[src/hdl/cuc_tcd_pkg.sv]
// Shared types and constants for the CUC time code decoder.
`default_nettype none

package cuc_tcd_pkg;

  // Default limits on the P-field octet counts
  localparam int BASIC_OCTETS_MIN_DEF    = 1;
  localparam int BASIC_OCTETS_MAX_DEF    = 7;
  localparam int FRACTION_OCTETS_MAX_DEF = 10;

  localparam int SECONDS_W  = 56;
  localparam int FRACTION_W = 64;

  // Time code identification values that are accepted
  localparam logic [2:0] EPOCH_CCSDS  = 3'd1;
  localparam logic [2:0] EPOCH_AGENCY = 3'd2;

  // Fraction octets beyond this many are consumed but dropped
  localparam logic [3:0] FRAC_KEEP_OCTETS = 4'd8;
  localparam logic [3:0] CONSUMED_SAT     = 4'hF;

  typedef enum logic [2:0] {
    ST_OK     = 3'd0,
    ST_SHORT  = 3'd1,
    ST_EPOCH  = 3'd2,
    ST_THIRD  = 3'd3,
    ST_FORMAT = 3'd4
  } status_t;

  typedef enum logic [4:0] {
    PH_P1    = 5'b00001,
    PH_P2    = 5'b00010,
    PH_BASIC = 5'b00100,
    PH_FRAC  = 5'b01000,
    PH_DRAIN = 5'b10000
  } phase_t;

  typedef struct packed {
    status_t               status;
    logic [2:0]            epoch_id;
    logic [2:0]            basic_count;
    logic [3:0]            frac_count;
    logic [SECONDS_W-1:0]  seconds;
    logic [FRACTION_W-1:0] fraction;
    logic [3:0]            consumed;
  } result_t;

endpackage

`default_nettype wire

[src/hdl/cuc_time_code_decoder.sv]
// CCSDS unsegmented time code decoder, one octet per request.
`default_nettype none

// Streams a CCSDS unsegmented (CUC) time code in one octet per input request
// and returns at most one result per code. One octet is taken every clock
// cycle while in_stall is low: the P-field and T-field parse is a single
// register stage (phase, counts and the seconds/fraction accumulators), with
// no bubbles. Results go through a two-entry output queue (output register
// plus skid register); in_stall rises only when both hold a result that the
// sink has not taken, so a stalled sink holds back the input at most one
// result late. The result of the octet that completes a code (or raises an
// error) lands in the output register, or in the skid if the output is held.
// A status other than ok carries all-zero payload fields. After a result,
// octets are dropped until an octet flagged last, which itself is dropped;
// a result on an octet flagged last restarts the parse at once. A code that
// ends early on last reports buffer short. The octet count saturates at 15.
module cuc_time_code_decoder
  import cuc_tcd_pkg::*;
#(
  parameter int BASIC_OCTETS_MIN    = BASIC_OCTETS_MIN_DEF,
  parameter int BASIC_OCTETS_MAX    = BASIC_OCTETS_MAX_DEF,
  parameter int FRACTION_OCTETS_MAX = FRACTION_OCTETS_MAX_DEF
) (
  input  wire logic                  clk,
  input  wire logic                  rst_n,
  // input octets
  input  wire logic                  in_valid,
  output logic                       in_stall,
  input  wire logic [7:0]            in_data_byte,
  input  wire logic                  in_last,
  // decoded results
  output logic                       out_valid,
  input  wire logic                  out_stall,
  output logic [2:0]                 out_status,
  output logic [2:0]                 out_epoch_id,
  output logic [2:0]                 out_basic_count,
  output logic [3:0]                 out_frac_count,
  output logic [SECONDS_W-1:0]       out_seconds_out,
  output logic [FRACTION_W-1:0]      out_fraction_out,
  output logic [3:0]                 out_consumed_count
);

  // Parse state
  phase_t                phase_r, phase_nxt;
  logic [3:0]            idx_r, idx_nxt;
  logic [2:0]            basic_r, basic_nxt;
  logic [3:0]            frac_r, frac_nxt;
  logic [2:0]            epoch_r, epoch_nxt;
  logic [SECONDS_W-1:0]  seconds_r, seconds_nxt;
  logic [FRACTION_W-1:0] fraction_r, fraction_nxt;
  logic [3:0]            consumed_r, consumed_nxt;

  // Output queue
  logic    out_valid_r, skid_valid_r;
  result_t out_r, skid_r;

  logic    in_acc, out_take, res_valid;
  result_t res;

  assign in_stall = skid_valid_r;
  assign in_acc   = in_valid && !in_stall;
  assign out_take = out_valid_r && !out_stall;

  // Single-octet parse step
  always_comb begin
    logic       fin;
    status_t    fin_st;
    logic       pdone;
    logic [2:0] id;
    logic [3:0] cnt_inc;

    fin          = 1'b0;
    fin_st       = ST_OK;
    pdone        = 1'b0;
    id           = in_data_byte[6:4];
    cnt_inc      = (consumed_r == CONSUMED_SAT) ? consumed_r : consumed_r + 4'd1;

    phase_nxt    = phase_r;
    idx_nxt      = idx_r;
    basic_nxt    = basic_r;
    frac_nxt     = frac_r;
    epoch_nxt    = epoch_r;
    seconds_nxt  = seconds_r;
    fraction_nxt = fraction_r;
    consumed_nxt = consumed_r;

    unique case (phase_r)
      PH_P1: begin
        if (id != EPOCH_CCSDS && id != EPOCH_AGENCY) begin
          fin    = 1'b1;
          fin_st = ST_EPOCH;
        end else begin
          consumed_nxt = cnt_inc;
          epoch_nxt    = id;
          basic_nxt    = {1'b0, in_data_byte[3:2]} + 3'd1;
          frac_nxt     = {2'b00, in_data_byte[1:0]};
          if (!in_data_byte[7]) begin
            pdone = 1'b1;
          end else if (in_last) begin
            fin    = 1'b1;
            fin_st = ST_SHORT;
          end else begin
            phase_nxt = PH_P2;
          end
        end
      end
      PH_P2: begin
        if (in_data_byte[7]) begin
          fin    = 1'b1;
          fin_st = ST_THIRD;
        end else begin
          consumed_nxt = cnt_inc;
          basic_nxt    = basic_r + {1'b0, in_data_byte[6:5]};
          frac_nxt     = frac_r + {1'b0, in_data_byte[4:2]};
          pdone        = 1'b1;
        end
      end
      PH_BASIC: begin
        consumed_nxt = cnt_inc;
        seconds_nxt  = {seconds_r[SECONDS_W-9:0], in_data_byte};
        idx_nxt      = idx_r + 4'd1;
        if (idx_nxt >= {1'b0, basic_r}) begin
          if (frac_r == 4'd0) begin
            fin    = 1'b1;
            fin_st = ST_OK;
          end else begin
            phase_nxt = PH_FRAC;
            idx_nxt   = 4'd0;
          end
        end
        if (!fin && in_last) begin
          fin    = 1'b1;
          fin_st = ST_SHORT;
        end
      end
      PH_FRAC: begin
        consumed_nxt = cnt_inc;
        if (idx_r < FRAC_KEEP_OCTETS) begin
          fraction_nxt = fraction_r |
                         ({in_data_byte, {(FRACTION_W-8){1'b0}}} >> {idx_r[2:0], 3'b000});
        end
        idx_nxt = idx_r + 4'd1;
        if (idx_nxt >= frac_r) begin
          fin    = 1'b1;
          fin_st = ST_OK;
        end else if (in_last) begin
          fin    = 1'b1;
          fin_st = ST_SHORT;
        end
      end
      PH_DRAIN: begin
        // drop octets until last
      end
      default: begin
        phase_nxt = PH_P1;
      end
    endcase

    // End of P-field: check the counts, then the buffer length
    if (pdone) begin
      if (basic_nxt < 3'(BASIC_OCTETS_MIN) || basic_nxt > 3'(BASIC_OCTETS_MAX) ||
          frac_nxt > 4'(FRACTION_OCTETS_MAX)) begin
        fin    = 1'b1;
        fin_st = ST_FORMAT;
      end else if (in_last) begin
        fin    = 1'b1;
        fin_st = ST_SHORT;
      end else begin
        phase_nxt = PH_BASIC;
        idx_nxt   = 4'd0;
      end
    end

    // Build the result from the updated state
    res        = '0;
    res.status = fin_st;
    if (fin && fin_st == ST_OK) begin
      res.epoch_id    = epoch_nxt;
      res.basic_count = basic_nxt;
      res.frac_count  = frac_nxt;
      res.seconds     = seconds_nxt;
      res.fraction    = fraction_nxt;
      res.consumed    = consumed_nxt;
    end
    res_valid = in_acc && fin;

    // Restart on last, otherwise drain the rest of the buffer
    if (fin && !in_last) begin
      phase_nxt = PH_DRAIN;
    end else if (in_last && (fin || phase_r == PH_DRAIN)) begin
      phase_nxt    = PH_P1;
      idx_nxt      = 4'd0;
      basic_nxt    = 3'd0;
      frac_nxt     = 4'd0;
      epoch_nxt    = 3'd0;
      seconds_nxt  = '0;
      fraction_nxt = '0;
      consumed_nxt = 4'd0;
    end
  end

  always_ff @(posedge clk) begin
    if (!rst_n) begin
      phase_r    <= PH_P1;
      idx_r      <= 4'd0;
      basic_r    <= 3'd0;
      frac_r     <= 4'd0;
      epoch_r    <= 3'd0;
      seconds_r  <= '0;
      fraction_r <= '0;
      consumed_r <= 4'd0;
    end else if (in_acc) begin
      phase_r    <= phase_nxt;
      idx_r      <= idx_nxt;
      basic_r    <= basic_nxt;
      frac_r     <= frac_nxt;
      epoch_r    <= epoch_nxt;
      seconds_r  <= seconds_nxt;
      fraction_r <= fraction_nxt;
      consumed_r <= consumed_nxt;
    end
  end

  // Output register plus skid: advance the skid when the output frees up
  always_ff @(posedge clk) begin
    if (!rst_n) begin
      out_valid_r  <= 1'b0;
      skid_valid_r <= 1'b0;
    end else if (!out_valid_r || out_take) begin
      if (skid_valid_r) begin
        out_valid_r  <= 1'b1;
        skid_valid_r <= 1'b0;
      end else begin
        out_valid_r  <= res_valid;
      end
    end else if (res_valid) begin
      skid_valid_r <= 1'b1;
    end
  end

  always_ff @(posedge clk) begin
    if (!out_valid_r || out_take) begin
      if (skid_valid_r) begin
        out_r <= skid_r;
      end else if (res_valid) begin
        out_r <= res;
      end
    end else if (res_valid) begin
      skid_r <= res;
    end
  end

  assign out_valid          = out_valid_r;
  assign out_status         = out_r.status;
  assign out_epoch_id       = out_r.epoch_id;
  assign out_basic_count    = out_r.basic_count;
  assign out_frac_count     = out_r.frac_count;
  assign out_seconds_out    = out_r.seconds;
  assign out_fraction_out   = out_r.fraction;
  assign out_consumed_count = out_r.consumed;

  // The skid only fills behind a held output
  a_skid_behind_out: assert property (@(posedge clk) disable iff (!rst_n)
    skid_valid_r |-> out_valid_r)
    else $error("skid holds a result while the output register is empty");

  // A fresh code always starts from cleared accumulators
  a_p1_clear: assert property (@(posedge clk) disable iff (!rst_n)
    (phase_r == PH_P1) |-> (seconds_r == '0 && fraction_r == '0 && consumed_r == 4'd0))
    else $error("accumulators not cleared at start of code");

  // Basic octet index stays below the basic count
  a_basic_idx: assert property (@(posedge clk) disable iff (!rst_n)
    (phase_r == PH_BASIC) |-> (idx_r < {1'b0, basic_r}))
    else $error("basic octet index overran the basic count");

  // Error results carry a zero payload
  a_err_zero: assert property (@(posedge clk) disable iff (!rst_n)
    (out_valid_r && out_r.status != ST_OK) |->
      (out_r.seconds == '0 && out_r.fraction == '0 && out_r.consumed == 4'd0))
    else $error("error result with nonzero payload");

endmodule

`default_nettype wire
[config.mk]
export PLATFORM = sky130hd
export DESIGN_NAME = cuc_time_code_decoder
export DESIGN_NICKNAME = d
export VERILOG_FILES = /design/src/hdl/cuc_tcd_pkg.sv /design/src/hdl/cuc_time_code_decoder.sv
export SDC_FILE = /design/constraint.sdc
export NUM_CORES = 1
export LEC_CHECK = 0
export BUFFER_PORTS_ARGS = -buffer_cell sky130_fd_sc_hd__buf_2
export CORE_MARGIN = 2
export CORE_UTILIZATION = 40
export DETAILED_ROUTE_END_ITERATION = 16
export PLACE_DENSITY = 0.64
export SLEW_MARGIN = 20
export SYNTH_ARGS = -nofsm -noshare
export SYNTH_HDL_FRONTEND = slang
export SYNTH_SLANG_ARGS = --single-unit
[constraint.sdc]
create_clock -name clk -period 29.4 [get_ports clk]
set_input_delay 8.82 -clock clk [delete_from_list [all_inputs] [get_ports clk]]
set_output_delay 8.82 -clock clk [all_outputs]
set_load 0.1 [all_outputs]
==> results.py <==
metrics = {
    "floorplan": {
        "die_h_um": 213,
        "rows": 76,
        "start_util_pct": 40.6,
        "io_pins": 152,
        "core-area_mm2": 0.0432,
        "die_w_um": 213,
        "die_area_mm2": 0.0455,
    },
    "synthesis": {
        "yosysUniqueCellTypes": 67,
        "yosys_warnings": 0,
        "synth_flop_cell": "edfxtp_1",
        "yosysSeqAreaShare_pct": 63.6,
        "synthesis.area_mm2": 0.0175,
        "synth_area_per_cell_um2": 11.2,
        "synth_edf_count": 274,
        "syn-num-nets": 1598,
        "synth_seq_cells": 419,
        "synthCells": 1569,
        "ys_async_sr_fraction_pct": 0,
    },
    "timing": {
        "setup_viol": 0,
        "rsz0062_at_grt": "no",
        "hold_viol_final": 0,
        "post-route-period-util_pct": 42.6,
        "min_period_ns": 12.53,
        "worst_slack_ns": 16.87,
        "clock_skew_ns": 0.0337,
        "tightest_slew_ns": 1.10,
        "clock.fmax_ghz": 0.0798,
        "tns_ns": 0,
        "drv_slew": 0,
        "worst_slew_margin_rel_pct": 26.4,
    },
    "route": {
        "wl_mm": 43.1,
        "wire_per_inst_um": 18.9,
        "antenna_left": 0,
        "via_per_inst": 5.35,
        "vias": 12200,
        "dr.pass1.iters": 5,
        "drc": 0,
        "drt_iter0_drc": 907,
    },
    "min_path": {
        "hold_class": "flip-flop to flip-flop",
    },
    "pwr": {
        "power_density_mw_per_mm2": 72.7,
        "p_leak_nw": 6.99,
        "irDropWorstVdd_mv": 0.0517,
    },
    "setup_path": {
        "cp_slowest_cell": "buf_4",
        "critPathArrivalTime_ns": 12.80,
        "crit_buf_inv": 3,
        "crit_family": "buffers and inverters",
        "critPathMaxFanout": 80,
        "required_ns": 29.67,
        "slowest_delay_ns": 0.77,
        "path_common_cell": "buf_4",
        "critPathCaptureType": "flip-flop",
        "cp-start-kind": "input pin",
        "path_class": "input pin to flip-flop",
        "path_cells": "buf_2, xnor2_2, nor2_1, a2bb2oi_2, o2111ai_1, nand3_4, buf_4, buf_4, o31ai_1",
    },
    "cts": {
        "clkLatencyLatePin_ns": 0.59,
        "cts_num_sinks": 419,
        "clock-root-buffer": "clkbuf_16",
        "clock_path_buffers": 3,
        "cts_setup_buffers": 0,
        "ctsResizeCount": 0,
        "path_clk_slew_ns": 0.06,
        "cts-htree-levels": 2,
        "cts_tree": "done",
        "hold_buffers": 0,
        "cts_made_buffers": 45,
    },
    "grt": {
        "first_global_vias": 11600,
        "grt-ovfl-total": 0,
        "grt_start_max_net_pins": 104,
        "grt_pass1_wl_mm": 66.4,
        "grt_usage_pct": 18.8,
        "grt_antenna_before_repair": 2,
    },
    "finish": {
        "layout.nets": 1690,
        "drive_gt1_share_pct": 19.3,
        "fin_util_pct": 46.6,
        "area_growth_pct": 15.0,
    },
    "run_status": {
        "status": "finished, final reports clean",
    },
    "place": {
        "io_buffer_count": 151,
        "hpwl_mm": 26.5,
        "gp_congestion": 0.851,
        "preCtsSetupSlack_ns": 16.31,
    },
    "job": {
        "maxCapViolCount": 0,
    },
}
==> layout by cell type (no fill, tap or decap), types with 5 or more instances in the layout <==
master     instances
a21oi_1          206
a22oi_1           63
and2_1             8
buf_2            151
buf_4             15
clkbuf_1          12
clkbuf_16         48
clkbuf_8           5
clkinv_2           9
dfxtp_1          144
edfxtp_1         274
ha_1              14
inv_1             12
mux2_2            63
nand2_1          211
nand2b_1           7
nand3_1           14
nor2_1           233
nor2b_1            6
nor3_1             5
o21ai_0           18
o31ai_1           74
xor2_1             5
==> path summary, 6_finish.rpt <==
check,from,endpoint,slack (ns),depth (start not counted)
worst max-delay path,in_data_byte[5],out_fraction_out[18],16.87,9
worst max register to register,idx_r[0],out_fraction_out[18],24.50,11
worst min register to register,fraction_r[58],fraction_r[58],0.47,2
worst min-delay path,fraction_r[58],fraction_r[58],0.47,2
==> per-layer routing <==
metal  share of wire, %  global-route usage [%]  wire length [um]
met5              0.039                       0                17
met4                2.8                    6.66              1220
met3                5.7                    4.10              2450
met2                 47                    29.6             20300
met1                 44                    25.7             19100
==> cell type report <==
cell class	count	area, um2
clock inverters	18	208
fillers	3996	23000
well taps	585	732
multi-input cells	1014	5810
repair buffers	167	880
diodes	1	2.50
inverters	14	52.6
clock buffers	65	1320
flip-flops and latches	419	11100
==> through the flow <==
stage | instance area (um2) | total power [mW] | hold WS [ns] | cells
after detailed placement | 18600 | 0.896 | 0.455 | 2199
after global placement | 18600 | 0.895 | 0.448 | 2199
after CTS | 20100 | 1.48 | 0.471 | 2282
after floorplan | 17500 | 0.864 | 0.438 | 1569
final | 20100 | 1.46 | 0.468 | 2283
after global routing | 20100 | 1.51 | 0.489 | 2283
==> state kept, by name, summed over array words and instances, names as in the netlist, 4 cells and up <==
signal              cells
frac_r                  4
out_seconds_out        56
out_consumed_count      4
seconds_r              56
phase_r                 5
skid_r                137
out_fraction_out       64
consumed_r              4
out_frac_count          4
fraction_r             64
idx_r                   4
==> worst min-delay path: cells and delay by family, from the launching register on <==
family           cells  cell delay [ns]
flip-flops           1             0.33
AND/OR/NAND/NOR      1             0.07
AO/OA/AOI/OAI        1             0.04
==> report_power, final <==
group,internal (mW),switching [mW]
sequential,0.652,0.00931
combinational,0.0240,0.197
clock,0.341,0.240
==> Yosys cell counts (3+ instances only) <==
| library cell | instances | share of area [%] |
|---|---|---|
| a21o_1 | 4 | 0.17 |
| mux2_2 | 63 | 4.1 |
| buf_2 | 41 | 1.2 |
| nor4_1 | 3 | 0.11 |
| mux2i_1 | 4 | 0.23 |
| o21ai_0 | 18 | 0.51 |
| nor3_2 | 4 | 0.23 |
| nand2_1 | 211 | 4.5 |
| xor2_1 | 5 | 0.25 |
| and2_1 | 8 | 0.29 |
| buf_6 | 7 | 0.45 |
| o21ai_1 | 4 | 0.11 |
| ha_1 | 14 | 1.0 |
| o211ai_1 | 3 | 0.13 |
| o21a_1 | 3 | 0.13 |
| a2bb2oi_1 | 4 | 0.20 |
| edfxtp_1 | 274 | 47 |
| nand4_1 | 4 | 0.14 |
| nand3_1 | 14 | 0.40 |
| a21oi_1 | 207 | 5.9 |
| nor4b_1 | 3 | 0.15 |
| nor2_1 | 234 | 5.0 |
| o31ai_1 | 74 | 3.2 |
| dfxtp_1 | 145 | 17 |
| buf_4 | 4 | 0.17 |
| inv_1 | 13 | 0.28 |
| and3_1 | 4 | 0.14 |
| nor3_1 | 5 | 0.14 |
| a22oi_1 | 63 | 2.7 |
| clkbuf_1 | 70 | 1.5 |
| nand2b_1 | 7 | 0.25 |
| nor2b_1 | 6 | 0.21 |
==> cell families (layout without fill, tap and decap cells) <==
group                    count (synthesis)  after routing  share of synthesized area [%]
multiplexers                            67             67                           4.28
buffers and inverters                  136            264                           3.59
XOR/XNOR                                 8              8                          0.486
AO/OA/AOI/OAI                          408            408                           14.5
other                                    0              1                              0
AND/OR/NAND/NOR                        515            515                           12.3
adder cells (fa/ha/maj)                 16             16                           1.23
flip-flops                             419            419                           63.6
Note: power is estimated with default switching activity, not from simulation.
